--- config.mk ---
export PLATFORM = sky130hd
export DESIGN_NAME = mfa_element_stage
export DESIGN_NICKNAME = d
export VERILOG_FILES = /design/src/design/mfa_pkg.sv /design/src/design/mfa_element_stage.sv
export SDC_FILE = /design/constraint.sdc
export NUM_CORES = 2
export LEC_CHECK = 0
export BUFFER_PORTS_ARGS = -buffer_cell sky130_fd_sc_hd__buf_2
export CAP_MARGIN = 5
export CORE_AREA = 2 2 427 429
export CTS_CLUSTER_SIZE = 12
export DETAILED_ROUTE_END_ITERATION = 7
export DIE_AREA = 0 0 429 431
export SLEW_MARGIN = 20
export SYNTH_ARGS = -nofsm -noshare
export SYNTH_HDL_FRONTEND = slang
export SYNTH_SLANG_ARGS = --single-unit
export TNS_END_PERCENT = 30
--- constraint.sdc ---
create_clock -name clk_i -period 19 [get_ports clk_i]
set_input_delay 0.95 -clock clk_i [delete_from_list [all_inputs] [get_ports clk_i]]
set_output_delay 0.95 -clock clk_i [all_outputs]
set_load 0.02 [all_outputs]
--- src/design/mfa_pkg.sv ---
// Package for the Mueller-from-amplitudes block.
// Holds matrix dimensions, the row index type and the names of the cross-product terms.
// Depends on nothing.
package mfa_pkg;

  localparam int unsigned NUM_AMPS  = 4;
  localparam int unsigned NUM_ROWS  = 4;
  localparam int unsigned NUM_COLS  = 4;
  localparam int unsigned NUM_ELEMS = NUM_ROWS * NUM_COLS;
  localparam int unsigned NUM_PARTS = 12;

  // Real and imaginary parts of the conjugate products that the matrix uses.
  localparam int unsigned PART_23R = 0;
  localparam int unsigned PART_23I = 1;
  localparam int unsigned PART_14R = 2;
  localparam int unsigned PART_14I = 3;
  localparam int unsigned PART_24R = 4;
  localparam int unsigned PART_13R = 5;
  localparam int unsigned PART_13I = 6;
  localparam int unsigned PART_12R = 7;
  localparam int unsigned PART_12I = 8;
  localparam int unsigned PART_34R = 9;
  localparam int unsigned PART_34I = 10;
  localparam int unsigned PART_42I = 11;

  typedef logic [1:0] row_idx_t;

  localparam row_idx_t FIRST_ROW = 2'd0;
  localparam row_idx_t LAST_ROW  = 2'd3;

endpackage

--- src/design/mfa_element_stage.sv ---
// Second pipeline stage: combines magnitudes and cross products into the sixteen elements.
// Depends on mfa_pkg.
module mfa_element_stage #(
  parameter int unsigned COMPONENT_BITS = 16
) (
  input  logic                               clk_i,
  input  logic                               rst_ni,
  input  logic                               valid_i,
  output logic                               ready_o,
  input  logic signed [2*COMPONENT_BITS:0]   mag_i [mfa_pkg::NUM_AMPS],
  input  logic signed [2*COMPONENT_BITS:0]   part_i [mfa_pkg::NUM_PARTS],
  output logic                               valid_o,
  input  logic                               ready_i,
  output logic signed [2*COMPONENT_BITS+2:0] elem_o [mfa_pkg::NUM_ELEMS]
);
  import mfa_pkg::*;

  localparam int unsigned OutBits = 2 * COMPONENT_BITS + 3;

  logic signed [OutBits-1:0] a [NUM_AMPS];
  logic signed [OutBits-1:0] p [NUM_PARTS];
  logic signed [OutBits-1:0] elem_d [NUM_ELEMS];
  logic signed [OutBits-1:0] elem_q [NUM_ELEMS];
  logic                      valid_q;
  logic                      load;

  assign ready_o = !valid_q || ready_i;
  assign load    = valid_i && ready_o;

  always_comb begin
    for (int k = 0; k < NUM_AMPS; k++) begin
      a[k] = OutBits'(mag_i[k]);
    end
    for (int k = 0; k < NUM_PARTS; k++) begin
      p[k] = OutBits'(part_i[k]);
    end
    // Magnitude sums in the output unit already carry the factor one half.
    elem_d[0]  = a[0] + a[1] + a[2] + a[3];
    elem_d[1]  = a[1] - a[0] + a[3] - a[2];
    elem_d[4]  = a[1] - a[0] - a[3] + a[2];
    elem_d[5]  = a[1] + a[0] - a[3] - a[2];
    // Cross terms are doubled to reach the output unit.
    elem_d[2]  = (p[PART_23R] + p[PART_14R]) <<< 1;
    elem_d[3]  = (p[PART_23I] - p[PART_14I]) <<< 1;
    elem_d[6]  = (p[PART_23R] - p[PART_14R]) <<< 1;
    elem_d[7]  = (p[PART_23I] + p[PART_14I]) <<< 1;
    elem_d[8]  = (p[PART_24R] + p[PART_13R]) <<< 1;
    elem_d[9]  = (p[PART_24R] - p[PART_13R]) <<< 1;
    elem_d[10] = (p[PART_12R] + p[PART_34R]) <<< 1;
    elem_d[11] = (-p[PART_12I] - p[PART_34I]) <<< 1;
    elem_d[12] = (p[PART_42I] + p[PART_13I]) <<< 1;
    elem_d[13] = (p[PART_42I] - p[PART_13I]) <<< 1;
    elem_d[14] = (p[PART_12I] - p[PART_34I]) <<< 1;
    elem_d[15] = (p[PART_12R] - p[PART_34R]) <<< 1;
  end

  always_ff @(posedge clk_i or negedge rst_ni) begin
    if (!rst_ni) begin
      valid_q <= 1'b0;
    end else if (ready_o) begin
      valid_q <= valid_i;
    end
  end

  always_ff @(posedge clk_i) begin
    if (load) begin
      elem_q <= elem_d;
    end
  end

  assign valid_o = valid_q;
  assign elem_o  = elem_q;

endmodule

==> impl_metrics.csv <==
group,metric,value,unit
logic_synthesis,ys_top_cells_by_area,"edfxtp_1, ha_1, xnor2_1, fa_1, a21oi_1",
timing,fmax,160,MHz
routing,drtIter0Drc,3351,
timing,tightestPinTransition,1.13,ns
place,post_dp_cell_area,0.0583,sq mm
layout,seqCellArea,0.0163,sq mm
timing,relSlewSlack,24.4,%
critical_path,critical_path_class,"input port to flop",
timing,setup_tns,0,ns
routing,vias_per_cell,5.00,
logic_synthesis,yosysMostFrequentCell,"inv_1",
floorplanning,start_util,28.1,%
timing,min_period,6.26,ns
floorplanning,pin_count,1094,
critical_path,cp.required,19.45,ns
grt,antenna_found_initial,71,
critical_path,end_kind,"flop",
routing,post_drt_wl_per_cell,21.9,um
grt,met2_usage,36.0,%
critical_path,slowest_stage,"o31ai_1",
clocking,cts_tree,"done",
logic_synthesis,ys.flop_type,"edfxtp_1",
clocking,cts_sinks,542,
job,drv_cap,0,
critical_path,startpoint_type,"input port",
run_status,status,"completed",
routing,first_pass_iters,6,
routing,routed_wl,194000,um
critical_path,critPathMaxStageDelay,0.53,ns
grt,grt_overflow_total,0,
timing,holdWs,0.456,ns
logic_synthesis,syn-cell-area,0.0506,sq mm
layout,fin_util,33.9,%
timing,setup_viol,0,
floorplanning,die_w,429,um
floorplanning,die_h,431,um
logic_synthesis,synthTopCellsByCount,"inv_1, ha_1, edfxtp_1",
floorplanning,num_rows,156,
power_and_ir_drop,power.density,105,mW/mm^2
grt,grt.total_usage,20.1,%
logic_synthesis,syn_avg_cell_area,9.38,sq um
timing,fin_skew,0.0360,ns
clocking,root_buffer,"clkbuf_16",
timing,rsz0062_at_grt,"false",
place,place.gp.congestion,0.950,
layout,n_fill_cell,18600,
logic_synthesis,ys_warn_count,0,
critical_path,cp_max_fo,9,
logic_synthesis,ys_ff_latch,542,
timing,slew_viol_final,0,
logic_synthesis,synth_edf_count,541,
logic_synthesis,ys_async_sr_fraction,0.185,%
grt,grt_pass1_vias,43500,
logic_synthesis,ys_seq_area_share,32.2,%
logic_synthesis,synth_top_area_share,32.1,%
layout,area_growth,20.9,%
layout,nNetsFinal,7704,
power_and_ir_drop,p_leak,27.4,nW
critical_path,path_cells,"buf_2, inv_1, ha_1, o21ai_0, a2111oi_0, o31ai_1, nand2_1, a31oi_1, o31ai_1, a21oi_1, o21bai_1, xnor2_1, fa_1, ha_1, and3_1, nand3_1, o2111ai_1, a311oi_1, nor2_1, a221oi_1, or3_1, xnor2_1",
grt,use_met3,3.00,%
logic_synthesis,synth.distinct_cells,93,
critical_path,worstPathArrival,6.72,ns
floorplanning,core,0.180,sq mm
logic_synthesis,synthCells,5390,
routing,via_count,44300,
clocking,clock_path_buffers,3,
clocking,htree_levels,3,
layout,layout-drive-gt1-share,19.7,%
layout,fin_area,0.0611,sq mm
routing,route.antenna.remaining_nets,0,
power_and_ir_drop,total_power,6.40,mW
floorplanning,dieArea,0.185,sq mm
grt,grt_pass1_wl,278000,um
clocking,cts.clk_slew.worst_paths,0.06,ns
hold_path,hp-class,"input port to flop",
place,dpl.hpwl,163000,um
grt,use_met1,22.9,%
grt,grt_max_degree,113,
clocking,post_cts_buffers,0,
logic_synthesis,synth_top_area_cell,"edfxtp_1",
power_and_ir_drop,vdd_drop_max,0.0699,mV
timing,hold_viol_final,0,
grt,grt_busiest_layer,"met2",
clocking,numCtsBuffers,77,
routing,drcViolationCount,0,
place,portBuffers,1081,
clocking,clock_latency,0.69,ns
layout,multi_input_area,0.0311,sq mm
timing,period_share,33.0,%
clocking,cts_resized,0,
clocking,cts_hold_buf,1,
==> stage by stage <==
step	worst slack, ns	std cells
5_1_grt	12.29	8860
4_1_cts	12.95	8821
6_report	12.74	8866
2_1_floorplan	4.58	5401
3_5_place_dp	12.15	8679
3_3_place_gp	12.24	8679
==> sequential cells by signal, summed over array words and instances, names as in the netlist <==
signal and count:
elem_o 541, valid_o 1
==> critical path: cells and delay by family <==
family,cells,cell delay (ns)
compound gates,10,2.70
xor+xnor,2,0.36
fa+ha+maj,3,1.36
buf+inv,2,0.13
simple gates,5,1.19
==> report_power, final <==
part	switching (mW)	internal, mW	total, mW
clock network	0.628	0.947	1.58
logic	1.93	1.09	3.03
registers	0.106	1.69	1.79
total	2.67	3.73	6.40
==> placed cells by master, fill, tap and decap left out, drive strengths merged, types with 45 or more instances in the layout <==
master	netlist	final
nor2	442	442
fa	151	151
nand2b	84	84
nand3	76	76
a31oi	74	74
a21oi	533	533
diode	0	45
nor3	82	82
ha	632	632
o21a	52	52
edfxtp	541	541
buf	40	1093
nor2b	51	51
nand2	193	193
o21ai	262	262
inv	650	654
o21bai	149	149
xor2	120	120
xnor2	419	419
clkbuf	145	84
a21o	165	165
==> kinds of logic after synthesis <==
logic type      Yosys count  share of synthesized area, %
simple gates           1120                          10.5
fa+ha+maj               783                          21.6
buf+inv                 841                          6.43
xor+xnor                539                          9.34
other cells               1                       0.00742
compound gates         1557                          19.7
mux                       7                         0.141
flops                   542                          32.2
==> routing by layer <==
metal / share of wire (%) / up-vias / wire length [um]
met5: 0.0093 / - / 18
li1: - / 21000 / -
met4: 5.7 / 2 / 11000
met2: 50 / 1733 / 97200
met1: 38 / 21200 / 74600
met3: 5.8 / 382 / 11400
==> cell type report <==
cell class | count | share of cell area [%]
diodes | 45 | 0.184
inverters | 656 | 4.03
flip-flops and latches | 542 | 26.6
repair buffers | 1094 | 9.04
clock inverters | 57 | 1.20
multi-input cells | 4018 | 50.9
well taps | 2370 | 4.85
clock buffers | 84 | 3.23
==> final timing paths <==
path / from / endpoint / slack [ns] / depth (start not counted)
setup / recovery: mag_i[103] / elem_o[524]$_DFFE_PP_ / 12.74 / 22
hold / removal: valid_i / valid_o$_DFFE_PN0N_ / 0.46 / 2
setup reg to reg: valid_o$_DFFE_PN0N_ / elem_o[99]$_DFFE_PP_ / 15.52 / 5
hold reg to reg: valid_o$_DFFE_PN0N_ / valid_o$_DFFE_PN0N_ / 0.55 / 2
max in group asynchronous: rst_ni / valid_o$_DFFE_PN0N_ / 18.36 / 2
min in group asynchronous: rst_ni / valid_o$_DFFE_PN0N_ / 0.56 / 2
Note: power is estimated with default switching activity, not from simulation.
