$ cat config.mk
export PLATFORM = sky130hd
export DESIGN_NAME = mfa_row_serializer
export DESIGN_NICKNAME = d
export VERILOG_FILES = /design/src/design/mfa_pkg.sv /design/src/design/mfa_row_serializer.sv
export SDC_FILE = /design/constraint.sdc
export NUM_CORES = 1
export LEC_CHECK = 0
export ABC_AREA = 1
export ABC_CLOCK_PERIOD_IN_PS = 36100
export BUFFER_PORTS_ARGS = -buffer_cell sky130_fd_sc_hd__clkbuf_2
export CAP_MARGIN = 10
export CELL_PAD_IN_SITES_DETAIL_PLACEMENT = 0
export CELL_PAD_IN_SITES_GLOBAL_PLACEMENT = 1
export CORE_AREA = 2 2 277 279
export CTS_BUF_LIST = sky130_fd_sc_hd__clkbuf_4 sky130_fd_sc_hd__clkbuf_8 sky130_fd_sc_hd__clkbuf_16
export DETAILED_ROUTE_END_ITERATION = 10
export DIE_AREA = 0 0 279 281
export MAX_ROUTING_LAYER = met4
export PLACE_DENSITY_LB_ADDON = 0.1
export SLEW_MARGIN = 20
export SYNTH_ARGS = -nofsm -noshare
export SYNTH_HDL_FRONTEND = slang
export SYNTH_SLANG_ARGS = --single-unit
$ cat constraint.sdc
create_clock -name clk_i -period 36.1 [get_ports clk_i]
set_input_delay 7.22 -clock clk_i [delete_from_list [all_inputs] [get_ports clk_i]]
set_output_delay 7.22 -clock clk_i [all_outputs]
set_load 0.02 [all_outputs]
$ cat src/design/mfa_pkg.sv
// Package for the Mueller-from-amplitudes block.
// Holds matrix dimensions, the row index type and the names of the cross-product terms.
// Depends on nothing.
package mfa_pkg;

  localparam int unsigned NUM_AMPS  = 4;
  localparam int unsigned NUM_ROWS  = 4;
  localparam int unsigned NUM_COLS  = 4;
  localparam int unsigned NUM_ELEMS = NUM_ROWS * NUM_COLS;
  localparam int unsigned NUM_PARTS = 12;

  // Real and imaginary parts of the conjugate products that the matrix uses.
  localparam int unsigned PART_23R = 0;
  localparam int unsigned PART_23I = 1;
  localparam int unsigned PART_14R = 2;
  localparam int unsigned PART_14I = 3;
  localparam int unsigned PART_24R = 4;
  localparam int unsigned PART_13R = 5;
  localparam int unsigned PART_13I = 6;
  localparam int unsigned PART_12R = 7;
  localparam int unsigned PART_12I = 8;
  localparam int unsigned PART_34R = 9;
  localparam int unsigned PART_34I = 10;
  localparam int unsigned PART_42I = 11;

  typedef logic [1:0] row_idx_t;

  localparam row_idx_t FIRST_ROW = 2'd0;
  localparam row_idx_t LAST_ROW  = 2'd3;

endpackage

$ cat src/design/mfa_row_serializer.sv
// Output stage: holds one finished matrix and hands it out one row per transfer.
// Depends on mfa_pkg.
module mfa_row_serializer #(
  parameter int unsigned COMPONENT_BITS = 16
) (
  input  logic                               clk_i,
  input  logic                               rst_ni,
  input  logic                               valid_i,
  output logic                               ready_o,
  input  logic signed [2*COMPONENT_BITS+2:0] elem_i [mfa_pkg::NUM_ELEMS],
  output logic                               valid_o,
  input  logic                               ready_i,
  output mfa_pkg::row_idx_t                  row_index_o,
  output logic signed [2*COMPONENT_BITS+2:0] col_o [mfa_pkg::NUM_COLS],
  output logic                               row_last_o
);
  import mfa_pkg::*;

  localparam int unsigned OutBits = 2 * COMPONENT_BITS + 3;

  logic signed [OutBits-1:0] elem_q [NUM_ELEMS];
  logic                      full_q;
  row_idx_t                  row_q;
  logic                      last_row;
  logic                      row_done;
  logic                      load;

  assign last_row = (row_q == LAST_ROW);
  assign row_done = full_q && ready_i;
  assign ready_o  = !full_q || (ready_i && last_row);
  assign load     = valid_i && ready_o;

  always_ff @(posedge clk_i or negedge rst_ni) begin
    if (!rst_ni) begin
      full_q <= 1'b0;
      row_q  <= FIRST_ROW;
    end else if (load) begin
      full_q <= 1'b1;
      row_q  <= FIRST_ROW;
    end else if (row_done) begin
      if (last_row) begin
        full_q <= 1'b0;
        row_q  <= FIRST_ROW;
      end else begin
        row_q <= row_q + 2'd1;
      end
    end
  end

  always_ff @(posedge clk_i) begin
    if (load) begin
      elem_q <= elem_i;
    end
  end

  always_comb begin
    for (int j = 0; j < NUM_COLS; j++) begin
      col_o[j] = elem_q[{row_q, 2'(j)}];
    end
  end

  assign valid_o     = full_q;
  assign row_index_o = row_q;
  assign row_last_o  = last_row;

endmodule

==> run summary <==
The worst-case reg-to-reg path depth came out at 7. The worst hold path depth came out at 2. The area of the core is 75400 sq um. The area added between synthesis and finish came out at 28.0%. The register area share after synthesis is 73.4%. The leakage power total came out at 12.8 nW. The initial core utilization is 30.5%.

The die height came out at 281 microns. The longest clock path from root to sink contains 3 buffers. The count of standard-cell rows came out at 101. The maximum achievable frequency came out at 67.3 MHz. The number of max-capacitance violations reported came out at 0. The later-pin clock latency in the skew report is 600 ps. Across all register-to-register paths, the minimum setup slack is 31700 ps.

The placed instance count came out at 3259. Prior to clock tree synthesis, the placed netlist has a worst setup slack of 21240 ps. Gates resized during post-CTS repair numbered 0. The signal on the critical path passes through clkbuf_2 -> nand2_1 -> nand2_1 -> clkbuf_2. The chip width came out at 279 microns. The detailed-router iteration count before antenna repair came out at 5. The final net count is 2916. The required time at the worst-slack endpoint is 28880 ps. The number of synthesis warnings came out at 0. For this run, design rule violations remaining after detail routing come to 0. The ratio of cells with drive above 1 in the final layout came out at 40.3%. The highest-delay cell along the critical path is sky130_fd_sc_hd__clkbuf_2. Wires add up to 69100 microns. The number of endpoints with negative hold slack in the final report is 0.

The critical path is of the input pin to output port type. The worst path setup slack after routing came out at 21240 ps. The via count normalized by instance count came out at 4.32. In this run the critical register-to-register path is launched from row_index_o[1]$_DFFE_PN0P_. STA classifies the critical path endpoint as an output port. The global route total overflow is 0. Setup repair after global routing left no endpoint under its margin.

The startpoint class of the critical path is an input pin. For this design, the sink count on the clock tree is 563. The post-CTS repair timing setup buffer count came out at 0. The type of the most critical hold path is flop to flop. The minimum clock period came out at 14860 ps. The detailed-placement wirelength estimate came out at 49100 microns. The mean area per synthesized cell is 13.9 sq um. The number of levels the H-tree was split into came out at 3.

The setup skew after layout came out at 22.2 ps. Dividing the detail-routed wire length by the instance count gives 20.3 microns. The number of global-route vias before repair is 15.0k. Entering global routing, the biggest net connects 166 pins. The number of slew-limit violations in the final report came out at 0. The root buffer selected by CTS is sky130_fd_sc_hd__clkbuf_16. The largest incremental delay on the critical path came out at 180 ps. The clock slew at the register clock pins of the worst setup and hold paths is 60 ps.

The total standard cell area after synthesis came out at 23000 sq um. For the worst setup path, the data arrival time is 7640 ps. The summed negative setup slack over all endpoints is 0 ps. Counting distinct cell types in the post-synthesis netlist gives 15.

The count of input and output buffers is 708. The number of antenna violations at the first check in global routing is 27. The worst path uses 41.2% of the clock period. Synthesis produced a netlist with a net count of 2219. The number of cells in the finished layout apart from fillers is 3408. Setup violations remaining at the end of the flow were counted as 0. In this run the count of I/O pins placed on the die edge is 709.

The congestion estimate from routability-driven global placement came to 0.818. The relative max-transition margin came out at 29.5%. The total track usage is 17.7%. The post-synthesis instance total came out at 1654.

The highest fanout seen on the critical path is 3. In this run the most critical hold path is launched from valid_o$_DFFE_PN0P_. The initial DRC count came out at 757. The run finished with clean final reports. TritonCTS created 68 clock buffers. The die outline area came out at 78400 sq um.

The maximum ir drop on the vdd rail came out at 0.175 mV. After clock tree synthesis, the flow added hold-fix buffers numbering 0. The worst register-to-register path ends at elem_q[331]$_DFFE_PN_.

The first-pass GRT wire length is 98300 microns. The number of routed nets with antenna violations came out at 0. For this design the ratio of total power to cell area is 80.7 nW/um^2. TritonCTS built the clock tree. The transition time of the tightest slew-check pin is 1060 ps. Synthesis inferred 563 register bits. The endpoint of the worst hold path is row_index_o[0]$_DFFE_PN0P_. The routed layout has 14.7k vias.
[cells in the final DEF, fill, tap and decap left out]
cell type                      n
sky130_fd_sc_hd__buf_12        2
sky130_fd_sc_hd__buf_4        10
sky130_fd_sc_hd__bufinv_16     2
sky130_fd_sc_hd__clkbuf_16    69
sky130_fd_sc_hd__clkbuf_2    708
sky130_fd_sc_hd__clkbuf_4     15
sky130_fd_sc_hd__clkinv_1     17
sky130_fd_sc_hd__clkinv_2     13
sky130_fd_sc_hd__clkinv_8      2
sky130_fd_sc_hd__clkinvlp_4    1
sky130_fd_sc_hd__dfrtp_1       2
sky130_fd_sc_hd__dfrtp_4       1
sky130_fd_sc_hd__diode_2      27
sky130_fd_sc_hd__edfxtp_1    560
sky130_fd_sc_hd__ha_1          1
sky130_fd_sc_hd__inv_1       282
sky130_fd_sc_hd__inv_6         3
sky130_fd_sc_hd__inv_8         3
sky130_fd_sc_hd__nand2_1     428
sky130_fd_sc_hd__nand3_1       2
sky130_fd_sc_hd__nand4_1       1
sky130_fd_sc_hd__o211ai_1    140
sky130_fd_sc_hd__o211ai_2    140
sky130_fd_sc_hd__o21ai_1       1
[registers in the layout, summed over array words and instances (netlist names)]
signal	count
elem_q	560
valid_o	1
row_index_o	2
[power breakdown]
| part | internal [mW] | leakage, nW | switching, mW | total [mW] |
|---|---|---|---|---|
| logic | 0.236 | 6.57 | 0.600 | 0.836 |
| clock network | 0.377 | 1.05 | 0.270 | 0.647 |
| registers | 0.862 | 5.20 | 0.0360 | 0.898 |
| total | 1.47 | 12.8 | 0.906 | 2.38 |
[area by class of cell]
type,instances,area (sq um)
Clock inverter,38,255
Antenna cell,27,67.6
Multi-Input combinational cell,713,4440
Sequential cell,563,16900
Tap cell,978,1220
Fill cell,7378,46000
Timing Repair Buffer,720,3660
Clock buffer,84,1840
Inverter,285,1090
[per-stage QoR]
step / area (sq um) / utilization, % / hold slack, ps / power [mW]
after global routing: 29500 / 39.1 / 705 / 2.52
final: 29500 / 39.1 / 624 / 2.38
after CTS: 29400 / 39.0 / 627 / 2.43
after detailed placement: 27300 / 36.2 / 615 / 1.77
after floorplan: 23000 / - / 672 / 1.57
after global placement: 27300 / 36.2 / 616 / 1.77
[cells in the mapped netlist (all sizes together)]
library cell / n / share of area (%)
buf: 81 / 2.5
nand2: 428 / 7.0
o211ai: 280 / 12
inv: 285 / 4.6
nand4: 1 / 0.027
ha: 1 / 0.054
edfxtp: 560 / 73
o21ai: 1 / 0.022
nand3: 2 / 0.043
clkbuf: 12 / 0.20
dfrtp: 3 / 0.33
[worst max-delay path, delay by kind of cell]
kind / cells / cell delay (ps)
buf+inv: 2 / 280
simple gates: 2 / 140
[worst max path at each step]
stage                     startpoint                  end  slack, ps  cells past startpoint
after floorplan              ready_i  elem_q[0]$_DFFE_PN_      16830                      4
after global placement       ready_i              ready_o      21210                      4
after detailed placement     ready_i              ready_o      21240                      4
after CTS                    ready_i              ready_o      21240                      4
after global routing         ready_i              ready_o      21170                      4
final                        ready_i              ready_o      21240                      4
[logic make-up (layout without fill, tap and decap cells)]
kind of cell             count (synthesis)  count (layout)  share of synthesized area, %
AO/OA/AOI/OAI                          281             281                          12.2
AND/OR/NAND/NOR                        431             431                          7.05
other                                    0              27                             0
adder cells (fa/ha/maj)                  1               1                        0.0543
flip-flops                             563             563                          73.4
buffers and inverters                  378            1127                          7.32
[per-layer routing]
| metal | vias up | wire [microns] | global-route usage, % |
|---|---|---|---|
| met5 | - | 0 | - |
| met4 | 0 | 1470 | 5.02 |
| met3 | 86 | 5800 | 6.87 |
| met2 | 441 | 36200 | 30.8 |
| met1 | 6950 | 25600 | 18.6 |
| li1 | 7259 | - | - |
(Power assumes the default switching activity.)
